===== src/design/slas_pkg.sv =====
// ----------------------------------------------------------------------------
// slas_pkg
// Types, register codes and repeat-stage tables shared by the slider
// autorepeat stepper.
// ----------------------------------------------------------------------------
package slas_pkg;

   // Configuration register indexes
   localparam int unsigned CSR_IDX_W = 1;
   localparam logic [CSR_IDX_W-1:0] CSR_INITIAL_DELAY = 1'd0;
   localparam logic [CSR_IDX_W-1:0] CSR_COARSE_STEP   = 1'd1;
   localparam int unsigned CSR_DATA_W = 7;

   localparam logic [3:0] RESET_INITIAL_DELAY = 4'd9;
   localparam logic [6:0] RESET_COARSE_STEP   = 7'd10;

   // Direction bit positions in the tracked button set
   localparam int unsigned DIR_LEFT  = 0;
   localparam int unsigned DIR_RIGHT = 1;
   localparam int unsigned DIR_LSH   = 2;
   localparam int unsigned DIR_RSH   = 3;

   localparam logic [7:0] REPEAT_MAX = 8'd255;

   // Repeat stages: threshold on repeat count, interval, multiplier
   localparam logic [7:0] STAGE_THRESHOLD [4] = '{8'd0, 8'd6, 8'd14, 8'd26};
   localparam logic [3:0] STAGE_INTERVAL  [4] = '{4'd4, 4'd3, 4'd2, 4'd2};
   localparam logic [6:0] STAGE_MULT      [4] = '{7'd1, 7'd1, 7'd2, 7'd4};

   typedef struct packed {
      logic confirm;
      logic left;
      logic right;
      logic lshoulder;
      logic rshoulder;
   } btn_type;

   typedef struct packed {
      logic [3:0] dirs;
      logic [3:0] delay_left;
      logic [7:0] repeat_count;
   } rep_state_type;

   function automatic logic [1:0] stage_of(input logic [7:0] count);
      logic [1:0] s;
      if (count >= STAGE_THRESHOLD[3]) begin
         s = 2'd3;
      end else if (count >= STAGE_THRESHOLD[2]) begin
         s = 2'd2;
      end else if (count >= STAGE_THRESHOLD[1]) begin
         s = 2'd1;
      end else begin
         s = 2'd0;
      end
      return s;
   endfunction

endpackage


===== src/design/slas_repeat_ctrl.sv =====
// ----------------------------------------------------------------------------
// slas_repeat_ctrl
// Press tracking and accelerating repeat: next tracker state and signed step
// for one tick.
// ----------------------------------------------------------------------------
module slas_repeat_ctrl
   import slas_pkg::*;
#(
   parameter int ID_BITS = 32
) (
   input  logic [ID_BITS-1:0] id,
   input  logic               focused,
   input  logic               text_entry_active,
   input  btn_type            btn,
   input  logic [3:0]         initial_delay,
   input  logic [6:0]         coarse_step,
   input  logic [ID_BITS-1:0] tracked_cur,
   input  rep_state_type      rep_cur,
   output logic [ID_BITS-1:0] tracked_nxt,
   output rep_state_type      rep_nxt,
   output logic signed [7:0]  step
);

   logic       active;
   logic       neg;
   logic       pos;
   logic       steering;
   logic       shoulder;
   logic       same_item;
   logic [3:0] dirs;
   logic [1:0] stage;
   logic [6:0] units;

   assign dirs     = {btn.rshoulder, btn.lshoulder, btn.right, btn.left};
   assign neg      = dirs[DIR_LEFT] | dirs[DIR_LSH];
   assign pos      = dirs[DIR_RIGHT] | dirs[DIR_RSH];
   assign shoulder = dirs[DIR_LSH] | dirs[DIR_RSH];
   assign steering = btn.confirm & (neg ^ pos);
   assign active   = (id != '0) & focused & ~text_entry_active;
   assign same_item = (tracked_cur == id);
   assign stage    = stage_of(rep_cur.repeat_count);

   always_comb begin
      tracked_nxt = tracked_cur;
      rep_nxt     = rep_cur;
      units       = 7'd0;
      if (active) begin
         if (!steering) begin
            // release: forget the press, keep the pending delay
            if (same_item) begin
               tracked_nxt          = '0;
               rep_nxt.dirs         = 4'd0;
               rep_nxt.repeat_count = 8'd0;
            end
         end else if (same_item && (rep_cur.dirs == dirs)) begin
            if (rep_cur.delay_left > 4'd1) begin
               rep_nxt.delay_left = rep_cur.delay_left - 4'd1;
            end else begin
               rep_nxt.delay_left = STAGE_INTERVAL[stage];
               units = shoulder ? coarse_step : STAGE_MULT[stage];
               if (rep_cur.repeat_count != REPEAT_MAX) begin
                  rep_nxt.repeat_count = rep_cur.repeat_count + 8'd1;
               end
            end
         end else begin
            // new press
            tracked_nxt          = id;
            rep_nxt.dirs         = dirs;
            rep_nxt.delay_left   = initial_delay;
            rep_nxt.repeat_count = 8'd0;
            units = shoulder ? coarse_step : 7'd1;
         end
      end
   end

   assign step = pos ? $signed({1'b0, units}) : -$signed({1'b0, units});

endmodule


===== src/design/slider_autorepeat_stepper.sv =====
// ----------------------------------------------------------------------------
// slider_autorepeat_stepper
// Accelerating autorepeat stepper for an integer slider, one item per tick.
// ----------------------------------------------------------------------------
// Path: rsp_valid rises once an item has passed the input register, then
//   the result register.
// Throughput: one item per cycle while the result register is empty or
//   drained; the tracker state updates as each item leaves the input register.
// Reset: synchronous, active high; clears both valid flags and the tracker,
//   loads the configuration registers with their defaults.
// ----------------------------------------------------------------------------
module slider_autorepeat_stepper
   import slas_pkg::*;
#(
   parameter int ID_BITS = 32
) (
   input  logic                  clock,
   input  logic                  reset,

   input  logic                  csr_valid,
   output logic                  csr_ready,
   input  logic [CSR_IDX_W-1:0]  csr_index,
   input  logic [CSR_DATA_W-1:0] csr_wdata,

   input  logic                  req_valid,
   output logic                  req_ready,
   input  logic [31:0]           req_item_id,
   input  logic                  req_focused,
   input  logic                  req_text_entry_active,
   input  logic                  req_held_confirm,
   input  logic                  req_held_left,
   input  logic                  req_held_right,
   input  logic                  req_held_lshoulder,
   input  logic                  req_held_rshoulder,
   input  logic signed [31:0]    req_value,
   input  logic signed [31:0]    req_min_value,
   input  logic signed [31:0]    req_max_value,

   output logic                  rsp_valid,
   input  logic                  rsp_ready,
   output logic signed [7:0]     rsp_step,
   output logic signed [31:0]    rsp_new_value,
   output logic                  rsp_changed
);

   // Configuration registers
   logic [3:0] initial_delay_ff;
   logic [6:0] coarse_step_ff;

   // Input register
   logic               in_valid_ff;
   logic [31:0]        item_id_ff;
   logic               focused_ff;
   logic               text_entry_ff;
   btn_type            btn_ff;
   logic signed [31:0] value_ff;
   logic signed [31:0] min_ff;
   logic signed [31:0] max_ff;

   // Tracker state
   logic [ID_BITS-1:0] tracked_ff;
   logic [ID_BITS-1:0] tracked_in;
   rep_state_type      rep_ff;
   rep_state_type      rep_in;

   // Result register
   logic               rsp_valid_ff;
   logic signed [7:0]  step_ff;
   logic signed [31:0] new_value_ff;
   logic               changed_ff;

   logic               advance;
   logic               fire;
   logic signed [7:0]  step_in;
   logic signed [32:0] sum;
   logic signed [32:0] lo_clamped;
   logic signed [32:0] hi_clamped;
   logic signed [31:0] new_value_in;

   // The result register is empty or drains this cycle: move the item on.
   assign advance   = ~rsp_valid_ff | rsp_ready;
   assign fire      = in_valid_ff & advance;
   assign req_ready = ~in_valid_ff | advance;
   assign csr_ready = 1'b1;

   slas_repeat_ctrl #(
      .ID_BITS (ID_BITS)
   ) u_repeat (
      .id                (ID_BITS'(item_id_ff)),
      .focused           (focused_ff),
      .text_entry_active (text_entry_ff),
      .btn               (btn_ff),
      .initial_delay     (initial_delay_ff),
      .coarse_step       (coarse_step_ff),
      .tracked_cur       (tracked_ff),
      .rep_cur           (rep_ff),
      .tracked_nxt       (tracked_in),
      .rep_nxt           (rep_in),
      .step              (step_in)
   );

   // Add the step, then apply the lower clamp before the upper one, so that
   // inverted limits settle on max_value whenever clamping happens.
   always_comb begin
      sum        = 33'(value_ff) + 33'(step_in);
      lo_clamped = (sum < 33'(min_ff)) ? 33'(min_ff) : sum;
      hi_clamped = (lo_clamped > 33'(max_ff)) ? 33'(max_ff) : lo_clamped;
      if (step_in != 8'sd0) begin
         new_value_in = hi_clamped[31:0];
      end else begin
         new_value_in = value_ff;
      end
   end

   // Control and tracker state
   always_ff @(posedge clock) begin
      if (reset) begin
         in_valid_ff      <= 1'b0;
         rsp_valid_ff     <= 1'b0;
         tracked_ff       <= '0;
         rep_ff           <= '0;
         initial_delay_ff <= RESET_INITIAL_DELAY;
         coarse_step_ff   <= RESET_COARSE_STEP;
      end else begin
         if (req_ready) begin
            in_valid_ff <= req_valid;
         end
         if (advance) begin
            rsp_valid_ff <= in_valid_ff;
         end
         if (fire) begin
            tracked_ff <= tracked_in;
            rep_ff     <= rep_in;
         end
         if (csr_valid) begin
            case (csr_index)
               CSR_INITIAL_DELAY: initial_delay_ff <= csr_wdata[3:0];
               CSR_COARSE_STEP:   coarse_step_ff   <= csr_wdata[6:0];
               default: ;
            endcase
         end
      end
   end

   // Payload: capture inputs on the request transfer and results as an item leaves, hold while stalled
   always_ff @(posedge clock) begin
      if (req_valid && req_ready) begin
         item_id_ff    <= req_item_id;
         focused_ff    <= req_focused;
         text_entry_ff <= req_text_entry_active;
         btn_ff        <= '{confirm:   req_held_confirm,
                            left:      req_held_left,
                            right:     req_held_right,
                            lshoulder: req_held_lshoulder,
                            rshoulder: req_held_rshoulder};
         value_ff      <= req_value;
         min_ff        <= req_min_value;
         max_ff        <= req_max_value;
      end
      if (fire) begin
         step_ff      <= step_in;
         new_value_ff <= new_value_in;
         changed_ff   <= (new_value_in != value_ff);
      end
   end

   assign rsp_valid     = rsp_valid_ff;
   assign rsp_step      = step_ff;
   assign rsp_new_value = new_value_ff;
   assign rsp_changed   = changed_ff;

   // A change in value always comes from a nonzero step.
   a_change_needs_step: assert property (@(posedge clock) disable iff (reset)
      rsp_valid_ff && changed_ff |-> step_ff != 8'sd0)
      else $error("value changed with zero step");

   // No tracked item exactly when no direction set is tracked.
   a_tracker_consistent: assert property (@(posedge clock) disable iff (reset)
      (tracked_ff == '0) == (rep_ff.dirs == 4'd0))
      else $error("tracker item and direction set disagree");

   // The tracker moves only when an item leaves the input register.
   a_state_holds: assert property (@(posedge clock) disable iff (reset)
      !fire |=> $stable(tracked_ff) && $stable(rep_ff))
      else $error("tracker changed without an item");

   // The repeat count saturates rather than wrapping past its maximum.
   a_count_saturates: assert property (@(posedge clock) disable iff (reset)
      rep_ff.repeat_count == REPEAT_MAX |=>
         rep_ff.repeat_count == REPEAT_MAX || rep_ff.repeat_count == 8'd0)
      else $error("repeat count wrapped");

endmodule

===== config.mk =====
export PLATFORM = sky130hd
export DESIGN_NAME = slider_autorepeat_stepper
export DESIGN_NICKNAME = d
export VERILOG_FILES = /design/src/design/slas_pkg.sv /design/src/design/slas_repeat_ctrl.sv /design/src/design/slider_autorepeat_stepper.sv
export SDC_FILE = /design/constraint.sdc
export NUM_CORES = 1
export LEC_CHECK = 0
export ABC_CLOCK_PERIOD_IN_PS = 10200
export BUFFER_PORTS_ARGS = -buffer_cell sky130_fd_sc_hd__buf_2
export CORE_MARGIN = 3
export CORE_UTILIZATION = 40
export CTS_BUF_LIST = sky130_fd_sc_hd__clkbuf_2 sky130_fd_sc_hd__clkbuf_4 sky130_fd_sc_hd__clkbuf_8
export DETAILED_ROUTE_END_ITERATION = 8
export SYNTH_ARGS = -nofsm -noshare
export SYNTH_HDL_FRONTEND = slang
export SYNTH_SLANG_ARGS = --single-unit

===== constraint.sdc =====
create_clock -name clock -period 10.2 [get_ports clock]
set_input_delay 2.55 -clock clock [delete_from_list [all_inputs] [get_ports clock]]
set_output_delay 2.55 -clock clock [all_outputs]
set_load 0.05 [all_outputs]

==> results_dict.tcl <==
set metrics [dict create \
    status "finished, final reports clean" \
    dr.pass1.iters 6 \
    slew_headroom_pct 34.9 \
    period_needed_ns 9.70 \
    wl_per_cell_um 20.4 \
    syn_area_per_cell_um2 10.4 \
    die_area_mm2 0.0382 \
    fin_skew_ns 0.0158 \
    crit_top_cell "buf_4" \
    die_y_um 195 \
    powerDensity_mw_per_mm2 156 \
    cp-end-kind "flop" \
    syn_inst 1380 \
    ys_types 99 \
    synthToLayoutAreaGrowth_pct 22.3 \
    start_util_pct 41.0 \
    clockBufferDepth 3 \
    slew_viol_final 0 \
    grt_antenna_before_repair 5 \
    grt.total_usage_pct 22.2 \
    multi_input_area_mm2 0.00753 \
    gp_congestion 0.958 \
    period_share_pct 95.1 \
    cts_tree "built" \
    final_cell_mix "191 x buf_2, 176 x edfxtp_1, 112 x inv_1" \
    start_kind "flop" \
    synth_top_area_cell "edfxtp_1" \
    crit_required_ns 10.55 \
    vias 11900 \
    via_per_inst 5.56 \
    max_freq_mhz 103 \
    syn_area_mm2 0.0143 \
    ctsHoldBuffers 0 \
    post-route-util_pct 50.1 \
    min_path_type "flop to flop" \
    fp.dieW_um 195 \
    ys_seq_area_share_pct 45.4 \
    hold_viol 0 \
    synth.top_cell.area_share_pct 36.9 \
    maxCapViolations 0 \
    cts-root-buf "clkbuf_8" \
    setup_viol 0 \
    drt_wl_total_um 43600 \
    critical_path_class "flop to flop" \
    num-fill-cells 3239 \
    grt_max_degree 71 \
    dp_hpwl_um 33900 \
    layout.nets 1905 \
    design_area_mm2 0.0175 \
    cts.htree.levels 2 \
    core_area_mm2 0.0350 \
    rows 68 \
    ys_warn_count 0 \
    synth-seq-cells 237 \
    worst_pin_slew_ns 0.977 \
    remaining_drc_errors 0 \
    slowest_stage "a211oi_4" \
    portBuffers 190 \
    drt_iter0_drc 816 \
    cts_buffers 42 \
    final_common_cell "buf_2" \
    ff_latch_area_mm2 0.00651 \
    clk_latency_ns 0.60 \
    grt_pass1_vias 11700 \
    synth_edf_count 176 \
    grt-ovfl-total 0 \
    synth_nets 1631 \
    vdd_drop_max_mv 0.125 \
    critPathArrivalTime_ns 10.05 \
    post_dp_cell_area_mm2 0.0161 \
    drive_gt1_share_pct 27.0 \
    drt.antenna.violating_nets 0 \
    cts_sinks 237 \
    ys_async_sr_fraction_pct 0 \
    critical-path-max-stage-delay_ns 0.47 \
    pin_count 192 \
    cp_max_fo 9 \
    clk_pin_slew_ns 0.06 \
    power.leakage_nw 7.24 \
    grt_pass1_wl_um 66200 \
    place_ws_ns -0.0414 \
    setup_slack_ns 0.501 \
    ys.flop_type "edfxtp_1" \
    ys_top_cells_by_area "edfxtp_1 37%, ha_1 8.9%, dfxtp_1 8.5%" \
]
==> area by class of cell <==
type                       count  share of cell area, %
sequential                   237                   37.1
clock inverter                18                   1.06
timing repair buffer         276                   9.25
clock buffer                  55                   3.96
inverter                     113                   2.42
multi-input combinational    984                   42.9
tap                          455                   3.25
antenna                        2                 0.0285
==> per-layer routing <==
layer | track usage, % | up-vias | routed length, um
li1 | - | 5708 | -
met1 | 28.1 | 5644 | 18300
met2 | 37.6 | 442 | 20900
met3 | 4.38 | 93 | 2910
met4 | 8.42 | 8 | 1540
met5 | 0 | - | 42
==> synthesized netlist by cell type, drive strengths merged (11+ instances only) <==
cell	n
nor4	16
inv	113
edfxtp	176
mux2i	23
ha	102
and2	11
nor3	35
nand2	96
nand3	31
and3	17
nand4	38
xnor2	74
buf	20
o211ai	11
o21ai	72
a211oi	23
dfxtp	61
mux2	27
xor2	29
a21oi	95
a21o	17
nor2	77
clkbuf	27
nand2b	12
a22o	37
==> through the flow <==
step / TNS, ns / total power, mW / instances / hold slack (ns)
after detailed placement: -0.0414 / 1.78 / 2043 / 0.487
after global routing: -0.0478 / 2.88 / 2139 / 0.521
after CTS: 0 / 2.72 / 2116 / 0.497
after floorplan: 0 / 1.56 / 1380 / 0.445
after global placement: -0.0509 / 1.78 / 2043 / 0.484
final: 0 / 2.73 / 2140 / 0.489
==> final timing paths <==
| kind | start | end | slack, ns | cells past startpoint |
|---|---|---|---|---|
| worst max register to register | btn_ff[2]$_DFFE_PP_ | rsp_changed$_DFFE_PP_ | 0.50 | 40 |
| worst max-delay path | btn_ff[2]$_DFFE_PP_ | rsp_changed$_DFFE_PP_ | 0.50 | 40 |
| worst min register to register | coarse_step_ff[5]$_SDFFE_PP0P_ | coarse_step_ff[5]$_SDFFE_PP0P_ | 0.49 | 2 |
| worst min-delay path | coarse_step_ff[5]$_SDFFE_PP0P_ | coarse_step_ff[5]$_SDFFE_PP0P_ | 0.49 | 2 |
==> power by group <==
part	internal, mW	total (mW)	leakage, nW	switching, mW
Sequential	1.10	1.14	2.19	0.0445
Combinational	0.266	0.667	4.59	0.402
Clock	0.524	0.923	0.457	0.399
==> logic make-up after synthesis <==
kind of cell / Yosys count / synth area share (%)
compound gates: 357 / 17.7
buf+inv: 160 / 4.66
xor+xnor: 104 / 6.46
mux: 50 / 3.73
other cells: 1 / 0.0262
simple gates: 368 / 13.1
flops: 237 / 45.4
fa+ha+maj: 103 / 9.04
==> state kept, by name, indices dropped and copies added (netlist names) <==
| register | cells |
|---|---|
| value_ff | 32 |
| min_ff | 32 |
| max_ff | 32 |
| text_entry_ff | 1 |
| focused_ff | 1 |
| btn_ff | 5 |
| initial_delay_ff | 4 |
| in_valid_ff | 1 |
| item_id_ff | 32 |
| coarse_step_ff | 7 |
| rsp_new_value | 32 |
| rsp_valid | 1 |
| rsp_changed | 1 |
| rep_ff | 16 |
| tracked_ff | 32 |
| rsp_step | 8 |
==> what timing repair did <==
item / in CTS / in global routing
hold endpoints to repair: 0 / 0
endpoints found under the setup margin: 1 / 10
cloned: 0 / 2
pin swaps: 0 / 34
gates resized for setup: 2 / 69
buffers inserted: 0 / 20
==> worst max-delay path: cells and delay by family (launching register included) <==
kind | cells | cell delay, ns
AND/OR/NAND/NOR | 11 | 2.09
adder cells (fa/ha/maj) | 3 | 0.89
flip-flops | 1 | 0.45
AO/OA/AOI/OAI | 17 | 4.52
buffers and inverters | 8 | 1.29
XOR/XNOR | 1 | 0.18
Note: power is estimated with default switching activity, not from simulation.
